===== config.mk =====
export PLATFORM = sky130hd
export DESIGN_NAME = pkwrl_front
export DESIGN_NICKNAME = d
export VERILOG_FILES = /design/src/rtl/pkwrl_pkg.sv /design/src/rtl/pkwrl_front.sv
export SDC_FILE = /design/constraint.sdc
export NUM_CORES = 1
export LEC_CHECK = 0
export ABC_AREA = 1
export BUFFER_PORTS_ARGS = -buffer_cell sky130_fd_sc_hd__clkbuf_2
export CORE_UTILIZATION = 45
export DETAILED_ROUTE_END_ITERATION = 12
export GPL_ROUTABILITY_DRIVEN = 0
export PLACE_DENSITY = 0.79
export SKIP_LAST_GASP = 1
export SYNTH_ARGS = -nofsm -noshare
export SYNTH_HDL_FRONTEND = slang
export SYNTH_SLANG_ARGS = --single-unit

===== constraint.sdc =====
create_clock -name clk -period 6.8 [get_ports clk]
set_input_delay 0.34 -clock clk [delete_from_list [all_inputs] [get_ports clk]]
set_output_delay 0.34 -clock clk [all_outputs]
set_load 0.03 [all_outputs]

===== src/rtl/pkwrl_pkg.sv =====
// package for the per-key window rate limiter
// types, register indexes, outcome codes and sizes; no dependencies
`timescale 1ns / 1ps

package pkwrl_pkg;

    localparam int unsigned KEY_W         = 64;
    localparam int unsigned TIME_W        = 32;
    localparam int unsigned LIMIT_W       = 10;
    localparam int unsigned WINDOW_W      = 16;
    localparam int unsigned CFG_DATA_W    = 16;
    localparam int unsigned CFG_IDX_W     = 1;
    localparam int unsigned TABLE_ENTRIES_DEFAULT = 128;

    localparam logic [LIMIT_W-1:0]  LIMIT_RESET  = 10'd60;
    localparam logic [WINDOW_W-1:0] WINDOW_RESET = 16'd60;

    localparam logic [CFG_IDX_W-1:0] REG_LIMIT  = 1'b0;
    localparam logic [CFG_IDX_W-1:0] REG_WINDOW = 1'b1;

    typedef enum logic [2:0] {
        OUT_DISABLED = 3'd0,
        OUT_COUNTED  = 3'd1,
        OUT_OVER     = 3'd2,
        OUT_RESTART  = 3'd3,
        OUT_NEW      = 3'd4,
        OUT_FULL     = 3'd5
    } outcome_t;

    typedef struct packed {
        logic [KEY_W-1:0]  user_key;
        logic [TIME_W-1:0] current_time;
    } in_t;

    typedef struct packed {
        logic     allowed;
        outcome_t outcome;
    } out_t;

    typedef struct packed {
        in_t  item;
        logic disabled;
    } job_t;

    typedef struct packed {
        logic [KEY_W-1:0]   key;
        logic [TIME_W-1:0]  window_start;
        logic [LIMIT_W-1:0] count;
    } entry_t;

endpackage


===== src/rtl/pkwrl_front.sv =====
// front end: accepts request beats, tags disabled ones, holds a two-deep queue
// depends on pkwrl_pkg
`timescale 1ns / 1ps

module pkwrl_front (
    input  logic                          clk,
    input  logic                          rst_n,
    input  logic                          in_valid,
    output logic                          in_ready,
    input  pkwrl_pkg::in_t                in_data,
    input  logic [pkwrl_pkg::LIMIT_W-1:0] limit_per_window,
    output logic                          job_valid,
    output pkwrl_pkg::job_t               job,
    input  logic                          job_pop
);

    pkwrl_pkg::job_t slot_reg [2];
    logic            wr_ptr_reg;
    logic            wr_ptr_next;
    logic            rd_ptr_reg;
    logic            rd_ptr_next;
    logic [1:0]      fill_reg;
    logic [1:0]      fill_next;
    logic            push;
    logic            pop;

    assign in_ready  = (fill_reg != 2'd2);
    assign job_valid = (fill_reg != 2'd0);
    assign job       = slot_reg[rd_ptr_reg];
    assign push      = in_valid && in_ready;
    assign pop       = job_pop && job_valid;

    always_comb
    begin
        wr_ptr_next = push ? ~wr_ptr_reg : wr_ptr_reg;
        rd_ptr_next = pop ? ~rd_ptr_reg : rd_ptr_reg;
        fill_next   = fill_reg;
        if (push && !pop)
        begin
            fill_next = fill_reg + 2'd1;
        end
        else if (pop && !push)
        begin
            fill_next = fill_reg - 2'd1;
        end
    end

    always_ff @(posedge clk or negedge rst_n)
    begin
        if (!rst_n)
        begin
            wr_ptr_reg <= 1'b0;
            rd_ptr_reg <= 1'b0;
            fill_reg   <= 2'd0;
        end
        else
        begin
            wr_ptr_reg <= wr_ptr_next;
            rd_ptr_reg <= rd_ptr_next;
            fill_reg   <= fill_next;
        end
    end

    always_ff @(posedge clk)
    begin
        if (push)
        begin
            slot_reg[wr_ptr_reg].item     <= in_data;
            slot_reg[wr_ptr_reg].disabled <= (limit_per_window == '0);
        end
    end

endmodule


[After elaboration in Yosys (flattened, before gate mapping)]
Memories as Yosys holds them, arrays and structs flattened.
Cells that the tools add are included.
W data, S select, Z words.
Storage, ports and cells
  bits in registers: 4
  RAM bits: 194
  input port bits: 110
  output and inout port bits: 99
  word-level logic and storage cells: 22
  memories kept: 1
Memory list
  slot_reg: words 2, width 97, rd ports 1, clocked after memory_dff 0, wr ports 1, RTL line pkwrl_front.sv:17  | pkwrl_pkg::job_t slot_reg [2];
Cells by class
  add/subtract/negate cells: 2
  equality and inequality tests: 1
  muxes and demuxes: 4
  bitwise logic cells: 2
  reductions and logical operators: 9
Operators with widths (number)
  $logic_not A10 Y1: 1
  $logic_and A1 B1 Y1: 4
  $mux W2: 2
  $reduce_bool A2 Y1: 2
  $add A2 B1 Y2 const B: 1
  $logic_not A1 Y1: 2
  $mux W1: 2
  $ne A2 B2 Y1 const B: 1
  $not A1 Y1: 2
  $sub A2 B1 Y2 const B: 1

[Logic depth before layout (Yosys ltp)]
Gate-level depths: netlist of the first run.
  word-level depth: 6
  mapped depth: 10
  mapped depth without buffers: 10

[Worst setup path after synthesis of the first run]
Ideal clock, no wire load.
  kind: reg-to-reg
  start: reg fill_reg[0]
  end: mem slot_reg[0][0] (netlist name), enable pin
  setup time: 0.554 ns
  arrival: 4.893 ns
  data required time: 6.246 ns
  slack: 1.353 ns
  cell stages (with the launch flop): 5
  buffers on the path: 0
  period minus slack after synthesis: 5.447 ns
  cell sequence: dfrtp_1 > inv_1 > nand2_1 > nand2_1 > nor2_1
On the way
  cells in the longest elaborated chain, start to end: 4
Ends and longest elaborated chain
  from (decl): RTL line pkwrl_front.sv:22  | logic [1:0] fill_reg;
  from (signal assigned): RTL line pkwrl_front.sv:60  | fill_reg <= fill_next;
  $ne A2 B2 Y1: RTL line pkwrl_front.sv:27  | assign in_ready = (fill_reg != 2'd2);
  named net in_ready: RTL line pkwrl_front.sv:9  | output logic in_ready,
  $logic_and A1 B1 Y1: RTL line pkwrl_front.sv:30  | assign push = in_valid && in_ready;
  $mux W1: RTL line pkwrl_front.sv:66  | if (push)
  $mux W1 (implied by the code): RTL line pkwrl_front.sv:69  | slot_reg[wr_ptr_reg].disabled <= (limit_per_window == '0);
  to (decl): RTL line pkwrl_front.sv:17
The timed path passes the listed nets, and every way through them passes these cells.

==> impl_results.md, run 1 <==
* Initial drt markers at roughly 250
* Initial antenna violation count at 0
* Final Hold Fails at 0
* Vias in the first global route at 4225
* Post-DR wirelength/cell at between 10 and 15 µm
* CTS tree: yes
* Count of nets after finishing at around 870
* Crit path launch type: flop
* Logic gate share of total power at between 30 and 40%
* Pwr dens at 485.4 mW/mm²
* Top-area cell type share of the netlist area at 79.77%
* P_int at roughly 2.6 mW
* DIE AREA at between 0.015 and 0.02 mm²
* # Post-CTS Setup Buffers at 0
* Port Buffers at roughly 210
* Peak VDD IR at 334.6 µV
* Synth Area per Inst at ~13 µm²
* Final core occ at ~57%
* Syn nets at ~650
* Total congestion overflow at 0
* Global-route wire length before repair at about 21 mm
* DP Cell Count at roughly 950
* Post-DP Area at roughly 0.0085 mm²
* Kind of critical path: reg2out
* Rows at 46
* Ant diodes at 0
* Max-cap viol count at 0
* Layout Area Growth over Synthesis at 25.05%
* CP max FO at roughly 100
* Largest net degree at the start of global routing at 99
* Area of the core at roughly 0.016 mm²
* Clock skew at slightly below 8 ps
* Setup-failing EPs final at 0
* Max clock buf depth at 2
* Final Slew Violations at 0
* Register area share after synthesis at slightly above 80%
* Slew margin rel. at between 20 and 30%
* Part of the power in registers at between 40% and 50%
* Worst Hold Class: in2reg
* Share of cells above drive strength 1 at a little under a third
* CTS resizes at 0
* Leakage at about 4.0 nW
* Peak Freq at 356.9 MHz
* DRC errors left at 0
* Crit path required time at approximately 6500 ps
* Area contributors post-synth: edfxtp_1 80%, nand2_1 16%, dfrtp_1 1.4%
* Gr usage total at 16.67%
* Io pins at 209
* Clock network fraction of total power at between 20 and 25%
* Die W at around 130 µm
* Die Ht at 129.4 µm
* Status: finished clean
* Synth Instances at 543
* Post-Syn Area at 0.007303 mm²
* Routed vias at around 4.6k
* Worst-Margin Slew at approximately 1100 ps
* Fin crit period at 2802 ps
* Clock sinks at between 150 and 200
* Setup TNS Final at 0 ps
* Most area-hungry cell type in the Yosys netlist: edfxtp_1
* Switching Power at roughly 1.8 mW
* Antenna viol nets, final at 0
* Reg clk slew, reported paths at 70 ps
* CTS Hold Bufs at 1
* Number of flip-flops in the largest register at between 150 and 200
* CTS H-tree lvls at 4
* Vias per cell at ~4.7
* Tot Pwr at between 4 and 5 mW
* Final instance area at ~0.0091 mm²
* WP data arrival at around 2500 ps
* CTS buffer count at 17
* Hpwl dp at slightly below 9 mm
* Synth Warn # at 0
* Worst skew pair latency at approximately 420 ps
* DRT Pass-1 Iters at 4
* CTS root buf: clkbuf_16
* RSZ-0062 raised after global routing: false
* Routed Wire Length at 14.11 mm
* Synth unique cells at 14
* Effective utilization at floorplan at a little under half
* Fin cells at 984
* Crit. End Element: primary output
* Sw Share at around two fifths
* FF+latch count, synth at between 150 and 200
* Tcrit/Tclk final at between 40% and 50%
[critical path: stages (launching register included)]
cell      delay (ps)
dfrtp_4          690
inv_4            780
nand2_1          130
nand2_1          110
clkbuf_2         200
[kinds of logic after synthesis]
kind of cell | share of synthesized area [%]
DFF | 81.14
buffers and inverters | 2.227
adders and majority gates | 0.1713
and+or+nand+nor | 16.22
xor gates and xnor gates | 0.2399
[synth_stat cells]
library cell  instances
nand2_1             302
edfxtp_1            194
buf_2                14
nor2_1                8
inv_1                 6
buf_4                 4
dfrtp_1               4
buf_6                 3
nand3_1               3
ha_1                  1
inv_4                 1
nand4_1               1
xnor2_1               1
xor2_1                1
[power by group through the flow]
stage / Combinational (mW) / Clock [mW] / Sequential [mW]
6_report: 1.66 / 0.997 / 1.77
5_1_grt: 1.81 / 1.07 / 1.80
4_1_cts: 1.68 / 1.02 / 1.78
3_5_place_dp: 1.68 / 0 / 1.80
3_3_place_gp: 1.66 / 0 / 1.79
2_1_floorplan: 1.23 / 0 / 1.78
[area by class of cell]
type | instances | area, µm²
tap | 216 | 270.3
fill | 1294 | 6753
clock buffer | 17 | 425.4
clock inverter | 15 | 160.2
timing repair buffer | 214 | 1089
multi-input combinational | 317 | 1230
inverter | 7 | 28.78
sequential | 198 | 5929
[metal layers]
layer | global-route usage, % | wire length (µm) | part of all wire (%)
met5 | 0 | 0 | 0
met4 | 6.920 | 225 | 1.6
met2 | 27.04 | 6746 | 48
met1 | 20.56 | 6161 | 44
met3 | 5.615 | 976 | 6.9
[cells in the final DEF (no fill, tap or decap), types with 4 or more instances in the layout]
master and instances:
buf_4 5, clkbuf_16 17, clkbuf_2 208, clkinv_1 4, clkinv_2 4, edfxtp_1 194, inv_1 6, nand2_1 302
nor2_1 6
[final timing paths]
check                                   to  cells past startpoint         from  slack (ps)
setup reg to reg           slot_reg[1][47]                      5  fill_reg[0]        4860
max in group asynchronous       rd_ptr_reg                      2        rst_n        6380
min in group asynchronous       wr_ptr_reg                      2        rst_n         280
hold reg to reg                fill_reg[0]                      1  fill_reg[0]         510
hold / removal             slot_reg[1][78]                      1  in_data[77]         110
setup / recovery                   job[66]                      4   rd_ptr_reg        4000
[through the flow]
stage | hold slack [ps] | setup WS, ps
6_report | 106.2 | 3998
5_1_grt | 76.31 | 3794
2_1_floorplan | 44.41 | 1353
3_5_place_dp | 153.4 | 4460
3_3_place_gp | 160.3 | 4484
4_1_cts | 78.93 | 3990
(Power assumes the default switching activity.)
==> run 2, diff against run 1 <==
- PLACE_DENSITY: 0.79 -> 0.81
- clock period: 6.8 -> 2.5 ns (I/O delays scaled with it)
==> run 2 against run 1 <==
Net effect:
- clock-buffer cell count stayed put
- highest routed layer unchanged
- worst setup slack worse by 3600 ps
- global-route usage increased by 2.7 points
- register-to-register slack lost 3900 ps
- clock skew grew 2.4 ps
- critical endpoint is now job[41]
- hold slack got worse by 35 ps
- clock power rose to 2.5 times the previous value
- combinational power rose to 2.9 times the previous value
==> impl_results.md, run 2 (same netlist as run 1, synthesis figures left out) <==
* Worst R2R Path Depth at 5 (unchanged)
* Routed vias at 5136 (+11%)
* CTS H-tree lvls at 4 (unchanged)
* Post-place setup slack at 845.1 ps (-3615 ps)
* Die Ht at 129.4 µm (unchanged)
* Port Buffers at 208 (unchanged)
* Crit path required time at 2380 ps (-4080 ps)
* CP max FO at 45 (-54%)
* CTS tree: yes
* DP Cell Count at 955 (+0.42%)
* RR Startpoint: fill_reg[0]
* Io pins at 209 (unchanged)
* Worst R2R End: slot_reg[0][9]
* Share of cells above drive strength 1 at 28.49% (-3.4 points)
* CTS root buf: clkbuf_16
* DRC errors left at 0 (unchanged)
* Fin Hold WS at 71.43 ps (-34.75 ps)
* Setup-failing EPs final at 0 (unchanged)
* Fin crit period at between 2000 and 2500 ps
* Fin cells at 1084 (+10%)
* Worst-Margin Slew at 503.3 ps (-549.4 ps)
* Slew margin rel. at 66.45% (+37 points)
* RSZ-0062 raised after global routing: false
* Fill count at 1113 (-14%)
* Crit. End Element: primary output
* Final WS setup at 390.6 ps (-3607 ps)
* Effective utilization at floorplan at 45.98% (unchanged)
* Count of nets after finishing at 968 (+12%)
* Routed Wire Length at 16.28 mm (+15%)
* Kind of critical path: reg2out
* Max clock buf depth at 2 (unchanged)
* Commonest cells after routing, fill and taps aside: 300 x nand2_1, 208 x clkbuf_2, 194 x edfxtp_1
* Total congestion overflow at 0 (unchanged)
* Hpwl dp at 9.045 mm (+4.6%)
* DIE AREA at 0.01674 mm² (unchanged)
* CTS buffer count at 17 (unchanged)
* Area of the core at 0.01589 mm² (unchanged)
* Hold Path Sink: slot_reg[0][0]
* Status: finished clean
* Largest net degree at the start of global routing at 77 (-22%)
* Crit path launch type: flop
* Commonest non-fill, non-tap cell in the layout: nand2_1
* Layout Area Growth over Synthesis at 39.03%
* Final Hold Fails at 0 (unchanged)
* Initial drt markers at 307 (+24%)
* Post-DR wirelength/cell at 15.01 µm (+4.7%)
* # Post-CTS Setup Buffers at 0 (unchanged)
* Peak Freq at around 470 MHz
* Vias per cell at 4.738 (+0.33%)
* Initial antenna violation count at 0 (unchanged)
* Area of the multi-input gates at 0.001245 mm² (+1.2%)
* R2R Setup Slk at 940 ps (-3920 ps)
* Gr usage total at 19.37% (+2.7 points)
* WP data arrival at 1980 ps (-480 ps)
* Die W at 129.4 µm (unchanged)
* Global-route wire length before repair at 24.00 mm (+17%)
* DRT Pass-1 Iters at 4 (unchanged)
* Max-cap viol count at 0 (unchanged)
* Worst Hold Class: in2reg
* Hold path start: limit_per_window[8]
* Tcrit/Tclk final at between 80% and 90%
* Rows at 46 (unchanged)
* Clock sinks at 198 (unchanged)
* Pwr dens at 1200 mW/mm² (+150%)
* Setup TNS Final at 0 ps (unchanged)
* FF+latch area at 0.005929 mm² (unchanged)
* Peak VDD IR at 675.0 µV (+100%)
* Worst skew pair latency at 430 ps (about the same)
* Clock skew at 10.36 ps (+2.435 ps)
* Leakage at 4.405 nW (+10%)
* Final Slew Violations at 0 (unchanged)
* Number of flip-flops in the largest register at 194 (unchanged)
* Worst hold path stage count at 4 (+3)
* Antenna viol nets, final at 0 (unchanged)
* Reg clk slew, reported paths at 60 ps (about the same)
* Vias in the first global route at 5128 (+21%)
[run 2: routing by layer]
| layer | track usage, % | vias up | wire length (µm) |
|---|---|---|---|
| met4 | 8.512 | 0 | 316 |
| met3 | 6.606 | 30 | 1134 |
| li1 | - | 2457 | - |
| met2 | 35.42 | 202 | 8643 |
| met1 | 20.06 | 2447 | 6182 |
| met5 | 0 | - | 0 |
[run 2: through the flow]
step                      cell area, µm²  utilization, %  total power [mW]
final                              10150           63.92             12.18
after detailed placement            8620           54.26             9.581
after global placement              8620           54.26             9.488
after floorplan                     7333               -             8.150
after global routing               10150           63.90             12.81
after CTS                          10150           63.90             12.23
[run 2: how the worst max path moves through the flow]
| stage | start | end | slack [ps] | depth (start not counted) |
|---|---|---|---|---|
| 2_1_floorplan | fill_reg[0] | slot_reg[0][0] | -20 | 4 |
| 3_3_place_gp | rd_ptr_reg | job[92] | 850 | 5 |
| 3_5_place_dp | rd_ptr_reg | job[92] | 850 | 5 |
| 4_1_cts | rd_ptr_reg | job[31] | 360 | 4 |
| 5_1_grt | rd_ptr_reg | job[27] | 260 | 4 |
| 6_report | rd_ptr_reg | job[41] | 390 | 4 |
[run 2: what timing repair did]
item,CTS,global route
endpoints found under the hold margin,198,0
hold buffers,99,0
resized for setup,0,0
[run 2: area by class of cell]
| cell class | instances | share of cell area [%] |
|---|---|---|
| multi-input cells | 317 | 12.26 |
| clock buffers | 17 | 4.190 |
| clock inverters | 12 | 1.134 |
| repair buffers | 316 | 21.05 |
| diodes | 1 | 0.02465 |
| inverters | 7 | 0.2834 |
| well taps | 216 | 2.662 |
| flip-flops and latches | 198 | 58.40 |
[run 2: power by group]
part | internal (mW) | switching [mW]
sequential | 4.54 | 0.250
combinational | 1.24 | 3.63
clock | 1.44 | 1.09
[run 2: critical path, stage by stage (launching register included)]
cell,delay (ps)
dfrtp_4,590
buf_4,500
nand2_1,130
nand2_1,110
clkbuf_2,210
